--- src/hw/rtl/rbs_pkg.sv ---
// rbs_pkg: shared widths, register indexes, sequencer op codes and helpers
// for the region box smoother. No dependencies.
package rbs_pkg;

  localparam int DIM_W   = 13;   // pixel coordinates and frame sizes
  localparam int FRAC_W  = 17;   // Q1.16 fractions, one is 65536
  localparam int EDGE_W  = 14;   // far edge before clamping, up to twice a dimension
  localparam int DIFF_W  = 16;   // signed edge jump
  localparam int PROD_W  = FRAC_W + 1 + DIFF_W;
  localparam int THR_W   = FRAC_W + DIM_W;
  localparam int CFG_A_W = 3;
  localparam int OP_W    = 4;

  localparam int MAX_DIM_DEF = 4096;

  localparam logic [FRAC_W-1:0] ONE_Q16  = FRAC_W'(65536);
  localparam logic [FRAC_W-1:0] HALF_Q16 = FRAC_W'(32768);

  // configuration register indexes
  localparam logic [CFG_A_W-1:0] REG_FRAME_WIDTH  = 3'd0;
  localparam logic [CFG_A_W-1:0] REG_FRAME_HEIGHT = 3'd1;
  localparam logic [CFG_A_W-1:0] REG_MARGIN       = 3'd2;
  localparam logic [CFG_A_W-1:0] REG_UPDATE       = 3'd3;
  localparam logic [CFG_A_W-1:0] REG_MIN          = 3'd4;

  localparam logic [DIM_W-1:0]  RST_FRAME_WIDTH  = DIM_W'(640);
  localparam logic [DIM_W-1:0]  RST_FRAME_HEIGHT = DIM_W'(480);
  localparam logic [FRAC_W-1:0] RST_MARGIN       = FRAC_W'(6554);
  localparam logic [FRAC_W-1:0] RST_UPDATE       = FRAC_W'(32768);
  localparam logic [FRAC_W-1:0] RST_MIN          = FRAC_W'(13107);

  // multiplier ops, issued in this order
  localparam logic [OP_W-1:0] OP_MW   = 4'd0;   // width margin
  localparam logic [OP_W-1:0] OP_MH   = 4'd1;   // height margin
  localparam logic [OP_W-1:0] OP_CX   = 4'd2;
  localparam logic [OP_W-1:0] OP_CY   = 4'd3;
  localparam logic [OP_W-1:0] OP_CW   = 4'd4;
  localparam logic [OP_W-1:0] OP_CH   = 4'd5;
  localparam logic [OP_W-1:0] OP_TW   = 4'd6;   // min extent threshold, x axis
  localparam logic [OP_W-1:0] OP_TH   = 4'd7;   // min extent threshold, y axis
  localparam logic [OP_W-1:0] OP_SL   = 4'd8;   // smooth left
  localparam logic [OP_W-1:0] OP_ST   = 4'd9;   // smooth top
  localparam logic [OP_W-1:0] OP_SR   = 4'd10;  // smooth right
  localparam logic [OP_W-1:0] OP_SB   = 4'd11;  // smooth bottom
  localparam logic [OP_W-1:0] OP_LAST = OP_SB;

  typedef struct packed {
    logic            issue;   // multiplier operands valid for op
    logic [OP_W-1:0] op;
    logic            wb_en;   // product of wb_op is in the multiplier register
    logic [OP_W-1:0] wb_op;
    logic            fix;     // finish: grow, clamp, store and emit
  } rbs_ctl_t;

  typedef struct packed {
    logic [DIM_W-1:0] lo;
    logic [DIM_W-1:0] hi;
  } rbs_axis_t;

  function automatic logic [FRAC_W-1:0] sat_q16(input logic [FRAC_W-1:0] v);
    sat_q16 = (v > ONE_Q16) ? ONE_Q16 : v;
  endfunction

endpackage

--- src/hw/rtl/rbs_mul.sv ---
// rbs_mul: the shared multiplier, unsigned Q1.16 fraction times a signed
// operand, product registered. Depends on rbs_pkg.
module rbs_mul (
  input  logic                               clk,
  input  logic [rbs_pkg::FRAC_W-1:0]         mul_a,
  input  logic signed [rbs_pkg::DIFF_W-1:0]  mul_b,
  output logic signed [rbs_pkg::PROD_W-1:0]  prod_r
);
  import rbs_pkg::*;

  logic signed [PROD_W-1:0] prod_nxt;

  assign prod_nxt = $signed({1'b0, mul_a}) * mul_b;

  always_ff @(posedge clk) begin
    prod_r <= prod_nxt;
  end

endmodule

--- src/hw/rtl/rbs_ctrl.sv ---
// rbs_ctrl: sequencer stepping the shared multiplier through the op list,
// then the finish step that waits for a free output register. Depends on rbs_pkg.
module rbs_ctrl (
  input  logic               clk,
  input  logic               rst_n,
  input  logic               start,
  input  logic               out_free,
  output logic               idle,
  output rbs_pkg::rbs_ctl_t  ctl
);
  import rbs_pkg::*;

  localparam logic [1:0] S_IDLE = 2'd0;
  localparam logic [1:0] S_RUN  = 2'd1;
  localparam logic [1:0] S_FIX  = 2'd2;

  logic [1:0]      state_r, state_nxt;
  logic [OP_W-1:0] step_r, step_nxt;
  logic            wb_en_r;
  logic [OP_W-1:0] wb_op_r;
  logic            issue;

  assign idle  = (state_r == S_IDLE);
  assign issue = (state_r == S_RUN) && (step_r <= OP_LAST);

  always_comb begin
    state_nxt = state_r;
    step_nxt  = step_r;
    case (state_r)
      S_IDLE: begin
        if (start) begin
          state_nxt = S_RUN;
          step_nxt  = '0;
        end
      end
      S_RUN: begin
        step_nxt = step_r + 1'b1;
        // the step after the last issue is kept for its writeback
        if (step_r == OP_LAST + 1'b1) begin
          state_nxt = S_FIX;
        end
      end
      S_FIX: begin
        if (out_free) begin
          state_nxt = S_IDLE;
        end
      end
      default: state_nxt = S_IDLE;
    endcase
  end

  always_ff @(posedge clk) begin
    if (!rst_n) begin
      state_r <= S_IDLE;
      step_r  <= '0;
      wb_en_r <= 1'b0;
    end else begin
      state_r <= state_nxt;
      step_r  <= step_nxt;
      wb_en_r <= issue;
    end
  end

  always_ff @(posedge clk) begin
    wb_op_r <= step_r;
  end

  always_comb begin
    ctl.issue = issue;
    ctl.op    = step_r;
    ctl.wb_en = wb_en_r;
    ctl.wb_op = wb_op_r;
    ctl.fix   = (state_r == S_FIX) && out_free;
  end

endmodule

--- src/hw/rtl/roi_box_smoother.sv ---
// roi_box_smoother: smooths one detected box per frame into a pixel region.
// One item is taken at a time: the sequencer steps through twelve multiplier issues, a
// writeback step and a finish step that waits for a free output register, then idles;
// out_tvalid is registered from the finish step. in_tready is high only while the sequencer
// is idle; a finished item waits in the output register and the next item can be taken meanwhile.
// Reset (rst_n, synchronous): registers to defaults, region zero, first box pending.
module roi_box_smoother #(
  parameter int MAX_DIM = rbs_pkg::MAX_DIM_DEF
) (
  input  logic                          clk,
  input  logic                          rst_n,
  // input items
  input  logic                          in_tvalid,
  output logic                          in_tready,
  input  logic [71:0]                   in_tdata,   // rel_x, rel_y, rel_w, rel_h (17b each), pad
  input  logic [0:0]                    in_tuser,   // restart
  // result items
  output logic                          out_tvalid,
  input  logic                          out_tready,
  output logic [55:0]                   out_tdata,  // roi_x, roi_y, roi_w, roi_h (13b each), pad
  // configuration
  input  logic                          cfg_we,
  input  logic [rbs_pkg::CFG_A_W-1:0]   cfg_addr,
  input  logic [rbs_pkg::FRAC_W-1:0]    cfg_wdata
);
  import rbs_pkg::*;

  // ---------------------------------------------------------------- config
  logic [DIM_W-1:0]  frame_width_r, frame_height_r;
  logic [FRAC_W-1:0] margin_r, update_r, min_r;

  always_ff @(posedge clk) begin
    if (!rst_n) begin
      frame_width_r  <= RST_FRAME_WIDTH;
      frame_height_r <= RST_FRAME_HEIGHT;
      margin_r       <= RST_MARGIN;
      update_r       <= RST_UPDATE;
      min_r          <= RST_MIN;
    end else if (cfg_we) begin
      case (cfg_addr)
        REG_FRAME_WIDTH:  frame_width_r  <= cfg_wdata[DIM_W-1:0];
        REG_FRAME_HEIGHT: frame_height_r <= cfg_wdata[DIM_W-1:0];
        REG_MARGIN:       margin_r       <= cfg_wdata;
        REG_UPDATE:       update_r       <= cfg_wdata;
        REG_MIN:          min_r          <= cfg_wdata;
        default: ;
      endcase
    end
  end

  // effective frame size: zero reads as one, above MAX_DIM as MAX_DIM
  function automatic logic [DIM_W-1:0] eff_dim(input logic [DIM_W-1:0] v);
    if (v == '0) begin
      eff_dim = DIM_W'(1);
    end else if (32'(v) > MAX_DIM) begin
      eff_dim = DIM_W'(MAX_DIM);
    end else begin
      eff_dim = v;
    end
  endfunction

  logic [DIM_W-1:0]  dim_w, dim_h;
  logic [FRAC_W-1:0] mf, uf, nf;

  assign dim_w = eff_dim(frame_width_r);
  assign dim_h = eff_dim(frame_height_r);
  assign mf    = sat_q16(margin_r);
  assign uf    = sat_q16(update_r);
  assign nf    = sat_q16(min_r);

  // ------------------------------------------------------------ sequencer
  rbs_ctl_t ctl;
  logic     idle, in_fire, out_free, out_valid_r;

  assign in_tready = idle;
  assign in_fire   = in_tvalid && idle;
  assign out_free  = !out_valid_r || out_tready;

  rbs_ctrl u_ctrl (
    .clk      (clk),
    .rst_n    (rst_n),
    .start    (in_fire),
    .out_free (out_free),
    .idle     (idle),
    .ctl      (ctl)
  );

  // ------------------------------------------------------- item capture
  logic [FRAC_W-1:0] rx_r, ry_r, rw_r, rh_r;
  logic              first_r, first_pending_r;

  always_ff @(posedge clk) begin
    if (in_fire) begin
      rx_r    <= sat_q16(in_tdata[16:0]);
      ry_r    <= sat_q16(in_tdata[33:17]);
      rw_r    <= sat_q16(in_tdata[50:34]);
      rh_r    <= sat_q16(in_tdata[67:51]);
      first_r <= first_pending_r | in_tuser[0];   // restart acts as a fresh start
    end
  end

  // ------------------------------------------------------ stored region
  logic [DIM_W-1:0] box_l_r, box_t_r, box_r_r, box_b_r;

  // ------------------------------------------------------ working values
  logic [DIM_W-1:0]  mw_r, mh_r, cx_r, cy_r, cw_r, ch_r;
  logic [THR_W-1:0]  tw_r, th_r;
  logic [EDGE_W-1:0] sl_r, st_r, sr_r, sb_r;
  logic [EDGE_W-1:0] xr_raw, xb_raw;

  assign xr_raw = EDGE_W'(cx_r) + EDGE_W'(cw_r);
  assign xb_raw = EDGE_W'(cy_r) + EDGE_W'(ch_r);

  // ------------------------------------------- multiplier operand select
  logic [EDGE_W-1:0]        sm_x;
  logic [DIM_W-1:0]         sm_s, sm_m;
  logic signed [DIFF_W-1:0] sm_d, sm_abs;
  logic [FRAC_W-1:0]        alpha;
  logic [FRAC_W-1:0]        mul_a;
  logic signed [DIFF_W-1:0] mul_b;
  logic signed [PROD_W-1:0] prod_r;

  always_comb begin
    case (ctl.op)
      OP_SL:   begin sm_x = EDGE_W'(cx_r); sm_s = box_l_r; sm_m = mw_r; end
      OP_ST:   begin sm_x = EDGE_W'(cy_r); sm_s = box_t_r; sm_m = mh_r; end
      OP_SR:   begin sm_x = xr_raw;        sm_s = box_r_r; sm_m = mw_r; end
      default: begin sm_x = xb_raw;        sm_s = box_b_r; sm_m = mh_r; end
    endcase
  end

  // a jump of at least the margin switches to equal weighting
  assign sm_d   = $signed({2'b00, sm_x}) - $signed({3'b000, sm_s});
  assign sm_abs = sm_d[DIFF_W-1] ? -sm_d : sm_d;
  assign alpha  = ($unsigned(sm_abs) >= {3'b000, sm_m}) ? HALF_Q16 : uf;

  always_comb begin
    mul_a = alpha;
    mul_b = sm_d;
    case (ctl.op)
      OP_MW: begin mul_a = mf;   mul_b = $signed({3'b000, dim_w}); end
      OP_MH: begin mul_a = mf;   mul_b = $signed({3'b000, dim_h}); end
      OP_CX: begin mul_a = rx_r; mul_b = $signed({3'b000, dim_w}); end
      OP_CY: begin mul_a = ry_r; mul_b = $signed({3'b000, dim_h}); end
      OP_CW: begin mul_a = rw_r; mul_b = $signed({3'b000, dim_w}); end
      OP_CH: begin mul_a = rh_r; mul_b = $signed({3'b000, dim_h}); end
      OP_TW: begin mul_a = nf;   mul_b = $signed({3'b000, dim_w}); end
      OP_TH: begin mul_a = nf;   mul_b = $signed({3'b000, dim_h}); end
      default: ;
    endcase
  end

  rbs_mul u_mul (
    .clk    (clk),
    .mul_a  (mul_a),
    .mul_b  (mul_b),
    .prod_r (prod_r)
  );

  // --------------------------------------------------------- writeback
  // smoothed edge = old + floor(alpha * (new - old) / 65536)
  logic [DIM_W-1:0]       wb_s;
  logic signed [PROD_W-16:0] wb_sum;
  logic [EDGE_W-1:0]      wb_edge;

  always_comb begin
    case (ctl.wb_op)
      OP_SL:   wb_s = box_l_r;
      OP_ST:   wb_s = box_t_r;
      OP_SR:   wb_s = box_r_r;
      default: wb_s = box_b_r;
    endcase
  end

  assign wb_sum  = $signed({{(PROD_W-15-DIM_W){1'b0}}, wb_s})
                 + $signed({prod_r[PROD_W-1], prod_r[PROD_W-1:16]});
  assign wb_edge = wb_sum[EDGE_W-1:0];

  always_ff @(posedge clk) begin
    if (ctl.wb_en) begin
      case (ctl.wb_op)
        OP_MW:   mw_r <= prod_r[16+DIM_W-1:16];
        OP_MH:   mh_r <= prod_r[16+DIM_W-1:16];
        OP_CX:   cx_r <= prod_r[16+DIM_W-1:16];
        OP_CY:   cy_r <= prod_r[16+DIM_W-1:16];
        OP_CW:   cw_r <= prod_r[16+DIM_W-1:16];
        OP_CH:   ch_r <= prod_r[16+DIM_W-1:16];
        OP_TW:   tw_r <= prod_r[THR_W-1:0];
        OP_TH:   th_r <= prod_r[THR_W-1:0];
        OP_SL:   sl_r <= wb_edge;
        OP_ST:   st_r <= wb_edge;
        OP_SR:   sr_r <= wb_edge;
        OP_SB:   sb_r <= wb_edge;
        default: ;
      endcase
    end
  end

  // ------------------------------------------------------------ finish
  // grow by the margin, clamp to the frame, full frame if too narrow
  function automatic rbs_axis_t fix_axis(input logic [EDGE_W-1:0] lo,
                                         input logic [EDGE_W-1:0] hi,
                                         input logic [DIM_W-1:0]  m,
                                         input logic [DIM_W-1:0]  dim,
                                         input logic [THR_W-1:0]  thr);
    logic signed [DIFF_W:0]   a;
    logic [EDGE_W:0]          b;
    logic [EDGE_W-1:0]        a_c;
    logic [DIM_W-1:0]         b_c;
    logic signed [DIFF_W-1:0] ext;
    logic signed [DIFF_W+16:0] ext_q;
    rbs_axis_t                res;
    a     = $signed({3'b000, lo}) - $signed({4'b0000, m});
    b     = {1'b0, hi} + {2'b00, m};
    a_c   = a[DIFF_W] ? '0 : a[EDGE_W-1:0];
    b_c   = (b > {2'b00, dim}) ? dim : b[DIM_W-1:0];
    ext   = $signed({3'b000, b_c}) - $signed({2'b00, a_c});
    ext_q = {ext[DIFF_W-1], ext, 16'b0};
    if (ext_q < $signed({3'b000, thr})) begin
      res.lo = '0;
      res.hi = dim;
    end else begin
      res.lo = a_c[DIM_W-1:0];
      res.hi = b_c;
    end
    fix_axis = res;
  endfunction

  logic [EDGE_W-1:0] pl, pt, pr, pb;
  rbs_axis_t         ax_x, ax_y;

  // first box after reset or restart is taken unsmoothed
  assign pl = first_r ? EDGE_W'(cx_r) : sl_r;
  assign pt = first_r ? EDGE_W'(cy_r) : st_r;
  assign pr = first_r ? xr_raw        : sr_r;
  assign pb = first_r ? xb_raw        : sb_r;

  assign ax_x = fix_axis(pl, pr, mw_r, dim_w, tw_r);
  assign ax_y = fix_axis(pt, pb, mh_r, dim_h, th_r);

  always_ff @(posedge clk) begin
    if (!rst_n) begin
      box_l_r         <= '0;
      box_t_r         <= '0;
      box_r_r         <= '0;
      box_b_r         <= '0;
      first_pending_r <= 1'b1;
    end else if (ctl.fix) begin
      box_l_r         <= ax_x.lo;
      box_t_r         <= ax_y.lo;
      box_r_r         <= ax_x.hi;
      box_b_r         <= ax_y.hi;
      first_pending_r <= 1'b0;
    end
  end

  // ----------------------------------------------------- output register
  logic [DIM_W-1:0] roi_x_r, roi_y_r, roi_w_r, roi_h_r;

  always_ff @(posedge clk) begin
    if (!rst_n) begin
      out_valid_r <= 1'b0;
    end else if (ctl.fix) begin
      out_valid_r <= 1'b1;
    end else if (out_tready) begin
      out_valid_r <= 1'b0;
    end
  end

  always_ff @(posedge clk) begin
    if (ctl.fix) begin
      roi_x_r <= ax_x.lo;
      roi_y_r <= ax_y.lo;
      roi_w_r <= ax_x.hi - ax_x.lo;
      roi_h_r <= ax_y.hi - ax_y.lo;
    end
  end

  assign out_tvalid = out_valid_r;
  assign out_tdata  = {4'b0000, roi_h_r, roi_w_r, roi_y_r, roi_x_r};

endmodule
--- config.mk ---
export PLATFORM = sky130hd
export DESIGN_NAME = roi_box_smoother
export DESIGN_NICKNAME = d
export VERILOG_FILES = /design/src/hw/rtl/rbs_pkg.sv /design/src/hw/rtl/rbs_mul.sv /design/src/hw/rtl/rbs_ctrl.sv /design/src/hw/rtl/roi_box_smoother.sv
export SDC_FILE = /design/constraint.sdc
export NUM_CORES = 2
export LEC_CHECK = 0
export BUFFER_PORTS_ARGS = -buffer_cell sky130_fd_sc_hd__buf_2
export CELL_PAD_IN_SITES_DETAIL_PLACEMENT = 0
export CELL_PAD_IN_SITES_GLOBAL_PLACEMENT = 1
export CORE_ASPECT_RATIO = 1.75
export CORE_UTILIZATION = 45
export CTS_BUF_LIST = sky130_fd_sc_hd__clkbuf_2
export CTS_CLUSTER_SIZE = 30
export DETAILED_ROUTE_END_ITERATION = 8
export PLACE_DENSITY = 0.87
export REMOVE_ABC_BUFFERS = 1
export SYNTH_ARGS = -nofsm -noshare
export SYNTH_HDL_FRONTEND = slang
export SYNTH_HIERARCHICAL = 1
export SYNTH_SLANG_ARGS = --single-unit
--- constraint.sdc ---
create_clock -name clk -period 30.5 [get_ports clk]
set_input_delay 9.15 -clock clk [delete_from_list [all_inputs] [get_ports clk]]
set_output_delay 9.15 -clock clk [all_outputs]
set_load 0.01 [all_outputs]
# Word-level counts from Yosys, hierarchy flattened
# Index checks and enable logic that the tools add are counted.
# W data, S select, Z words.
word_totals:
  regBits: 487
  out_inout_bits: 58
  input_bits: 98
classes:
  n_addsub: 14
  bitwise: 1
  mux: 33
  n_reduce_logical: 37
  multipliers: 1
  n_eq_ne: 31
  n_lt_le_gt_ge: 15
op_table:
  columns: ["cell", "n"]
  rows:
  - ["$gt A17 B17 Y1 const B", 7]
  - ["$pmux W17 S6", 1]
  - ["$mux W13", 7]
  - ["$mux W14", 6]
  - ["$pmux W13 S3", 2]
  - ["$mux W17", 4]
  - ["$lt A31 B31 Y1", 2]
  - ["$mux W26", 2]
  - ["$sub A14 B13 Y15", 3]
  - ["$pmux W14 S3", 1]
  - ["$reduce_and A2 Y1", 18]
  - ["$eq A4 B3 Y1 const B", 8]
  - ["$eq A4 B4 Y1 const B", 8]
  - ["$pmux W16 S2", 1]
  - ["$add A14 B13 Y15", 2]
  - ["$gt A15 B13 Y1", 2]
  - ["$mul A18 B16 Y30", 1]
  - ["$sub A13 B14 Y15", 2]
  - ["$add A13 B13 Y14", 2]
  - ["$gt A13 B13 Y1 const B", 2]
  - ["$logic_not A13 Y1", 2]
  - ["$sub A13 B13 Y13", 2]
  - ["$eq A4 B2 Y1 const B", 4]
  - ["$ge A16 B13 Y1", 1]
  - ["29 further kinds", 42]

# Depth between registers and ports, before layout
depth:
  word_depth: 9
  ltp_mapped: 61
  mapped_depth_nobuf: 59

# Modules after synthesis
# Netlist, hierarchy kept.
by_module_without_submodules:
  columns: ["mod", "cells_each", "instances", "area_per_inst_um2"]
  rows:
  - ["roi_box_smoother", 2834, 1, 27568.9]
  - ["rbs_mul", 1135, 1, 10110.9]
  - ["rbs_ctrl", 46, 1, 437.9]

# Least setup slack after synthesis
# OpenSTA, ideal clock, no wires.
synth_timing:
  path_type: "input to register"
  from: "input out_tready"
  to: "register box_l_r[10]"
  slack_ns: 17.668
  path_stages: 9
  arrival_ns: 12.705
  cell_sequence: "nand2b_1 > nand2_1 > nor2_1 > clkbuf_1 > clkinv_1 > clkbuf_1 > clkbuf_1 > a21oi_1 > nor2_1"
synth_lines:
  columns: ["element", "line_no", "source"]
  rows:
  - ["from (decl)", "roi_box_smoother.sv:19", "input logic out_tready,"]
  - ["to (signal assigned)", "roi_box_smoother.sv:249", "box_l_r <= ax_x.lo;"]
  - ["to (decl)", "roi_box_smoother.sv:103", "logic [DIM_W-1:0] box_l_r, box_t_r, box_r_r, box_b_r;"]

# Final worst setup path
layout_timing:
  from: "register cx_r[0]"
  to: "register roi_w_r[12] (data pin)"
layout_via:
  elab_chain_len: 9
  elab_cells_between_ends: 12
layout_rtl:
  columns: ["element", "line_no", "source"]
  rows:
  - ["from (decl)", "roi_box_smoother.sv:106", "logic [DIM_W-1:0] mw_r, mh_r, cx_r, cy_r, cw_r, ch_r;"]
  - ["from (signal assigned)", "roi_box_smoother.sv:184", "OP_CX: cx_r <= prod_r[16+DIM_W-1:16];"]
  - ["$add A13 B13 Y14", "roi_box_smoother.sv:111", "assign xr_raw = EDGE_W'(cx_r) + EDGE_W'(cw_r);"]
  - ["$mux W14", "roi_box_smoother.sv:235", "assign pr = first_r ? xr_raw : sr_r;"]
  - ["$add A14 B13 Y15", "roi_box_smoother.sv:214", "b = {1'b0, hi} + {2'b00, m};"]
  - ["$gt A15 B13 Y1", "roi_box_smoother.sv:216", "b_c = (b > {2'b00, dim}) ? dim : b[DIM_W-1:0];"]
  - ["$mux W13", "roi_box_smoother.sv:216", null]
  - ["$sub A13 B14 Y15", "roi_box_smoother.sv:217", "ext = $signed({3'b000, b_c}) - $signed({2'b00, a_c});"]
  - ["$lt A31 B31 Y1", "roi_box_smoother.sv:219", "if (ext_q < $signed({3'b000, thr})) begin"]
  - ["$mux W26 *", "roi_box_smoother.sv:219", null]
  - ["$sub A13 B13 Y13 *", "roi_box_smoother.sv:274", "roi_w_r <= ax_x.hi - ax_x.lo;"]
  - ["to (signal assigned)", "roi_box_smoother.sv:274", null]
  - ["to (decl)", "roi_box_smoother.sv:258", "logic [DIM_W-1:0] roi_x_r, roi_y_r, roi_w_r, roi_h_r;"]
# Mark *: on every way between the ends. The rest lies on a longest branch, timed or not.
# A chain may end at the register's enable or synchronous reset.

==> impl_metrics.yaml <==
timing:
  fmax_ghz: 0.0691
  rsz0062_at_grt: "no"
  finalHoldViolCount: 0
  drv_slew: 0
  hold_slack_ns: 0.430
  fin_setup_tns_ns: 0
  fin_crit_sh_pct: 47.4
  worstMarginPinSlew_ns: 1.43
  worst_clock_skew_ns: 0.123
  finalCriticalPeriod_ns: 14.47
  slew_headroom_pct: 3.37
  setup_violations: 0
critical_path:
  cp_slowest_stage_delay_ns: 0.68
  reg2reg_depth: 53
  cp_common_cell: "ha_1"
  crit_path_start_kind: "register"
  crit_type: "reg -> reg"
  cp_top_family: "compound AO/OA/AOI/OAI gates"
  arrival_ns: 15.53
  crit_path_top_delay_cell: "a21oi_1"
  required_ns: 31.57
  crit_cells: 53
  critPathBufInv: 2
  endpoint_kind: "register"
  cp_max_fo: 29
power_and_ir_drop:
  leakage_nw: 17.7
  clkPwrFrac_pct: 26.4
  p_seq_share_pct: 44.1
  pwr_density_cell_nw_per_um2: 43.7
  p_int_mw: 1.12
  peakVddDrop_mv: 0.0283
  p_comb_share_pct: 29.5
  switchingPower_mw: 0.655
  p_sw_share_pct: 36.8
  finalPower_mw: 1.78
global_routing:
  grt_pass1_vias: 30700
  grt_pass1_wl_um: 187000
  track_usage_pct: 30.5
  overflow: 0
  grt_max_degree: 88
  antenna_found_initial: 6
clocking:
  clkTransAtPathRegs_ns: 0.11
  cts_setup_buffers: 0
  post_cts_resized: 0
  cts_sinks: 487
  root_buffer: "clkbuf_2"
  cts_inserted_buffers: 109
  insertion_delay_ns: 1.39
  htreeDepth: 3
  cts_hold_buf: 0
  cts_tree: "done"
  clockBufferDepth: 3
floorplan:
  core_um2: 82400
  die_h_um: 384
  start_util_pct: 45.6
  die_area_um2: 84700
  fp.dieW_um: 220
  rows: 139
  io_pins: 156
route:
  vias: 30400
  drt_iter0_drc: 1991
  drc: 12
  drt_first_pass_iters: 9
  ant_nets: 0
  drt-total-wl_um: 127000
  drt-wirelength-per-cell_um: 24.1
  via_per_inst: 5.74
yosys:
  synth_area_um2: 37600
  synth_cells: 3955
  yosysWarningCount: 6
  avgSynthCellArea_um2: 9.50
hold_path:
  whs_path_depth: 0
  min-delay-path-class: "reg -> reg"
cells_and_area:
  drive_above_1_share_pct: 12.2
  final_cells: 5289
  fin_nets: 4776
  syn2layout_area_growth_pct: 8.40
flow_run:
  maxCapViolCount: 0
place:
  portBuffers: 147
  hpwl_um: 100000
  routabilityCongestion: 1.04
  place_inst: 5072
status:
  status: "finished, violations left"
  violations: "DRC"
## cell type report
| type | count | area (um^2) |
|---|---|---|
| fill | 7956 | 41700 |
| multi-input combinational | 2896 | 22500 |
| sequential | 487 | 12900 |
| inverter | 422 | 1580 |
| tap | 1057 | 1320 |
| timing repair buffer | 210 | 1210 |
| clock buffer | 142 | 711 |
| clock inverter | 66 | 448 |
| antenna | 9 | 22.5 |
## power by group through the flow
stage / clock [mW] / sequential [mW] / combinational [mW]
5_1_grt: 0.507 / 0.785 / 0.584
3_3_place_gp: 0 / 0.797 / 0.512
3_5_place_dp: 0 / 0.798 / 0.521
2_1_floorplan: 0 / 0.782 / 0.354
6_report: 0.470 / 0.784 / 0.525
4_1_cts: 0.479 / 0.783 / 0.524
## per-layer routing
metal  track usage [%]  wire length [um]
met3              5.44              7300
met5                 0                 0
met1              29.1             41200
met2              53.7             63900
met4              30.0             15000
## final timing paths
check,start,endpoint,slack [ns]
setup / recovery,cx_r[0],roi_w_r[12],16.03
hold / removal,u_mul/prod_r[6],tw_r[6],0.43
setup reg to reg,cx_r[0],roi_w_r[12],16.03
hold reg to reg,u_mul/prod_r[6],tw_r[6],0.43
## through the flow
step	util, %	worst slack (ns)	area, um^2
floorplan	-	14.12	37000
global placement	48.0	16.30	39500
detailed placement	48.0	16.17	39500
CTS	49.4	16.13	40700
global route	49.4	15.35	40700
finish	49.4	16.03	40700
## worst register-to-register path: cells and delay by family (launching register included)
kind,cells,cell delay [ns]
AOI/OAI and AO/OA,19,5.45
xor gates and xnor gates,4,0.77
adders and majority gates,8,2.48
buffers and inverters,2,0.32
DFF,1,0.44
muxes,2,0.71
and+or+nand+nor,18,4.02
## cells in the final DEF (no fill, tap or decap), types with 11 or more instances in the layout
cell type / count
nor2_1: 223
clkinv_2: 22
inv_1: 419
a211oi_1: 27
o211ai_1: 16
and3_1: 16
a221oi_1: 22
nor4_1: 46
nand2b_1: 42
o21a_1: 35
dfxtp_1: 172
buf_4: 63
nor3_1: 51
a21o_1: 51
and2_1: 138
clkbuf_2: 142
a31o_1: 19
edfxtp_1: 315
buf_2: 147
mux2_2: 63
nand3_1: 71
or3_1: 12
a222oi_1: 19
ha_1: 332
fa_1: 220
clkinv_1: 32
o21bai_1: 25
xor2_1: 39
o22ai_1: 13
a21oi_1: 262
a22oi_1: 21
nand4_1: 17
o21ai_1: 26
o21ai_0: 135
o21ba_1: 11
nor2b_1: 109
a31oi_1: 20
xnor2_1: 102
nand2_1: 499
mux2i_1: 38
## flip-flops by register name, summed over array words and instances (netlist names), 17 cells and up
signal / cells
th_r: 30
tw_r: 30
u_mul/prod_r: 30
margin_r: 17
min_r: 17
rh_r: 17
rw_r: 17
rx_r: 17
ry_r: 17
update_r: 17
No activity file was read; power rests on OpenSTA's default activity.
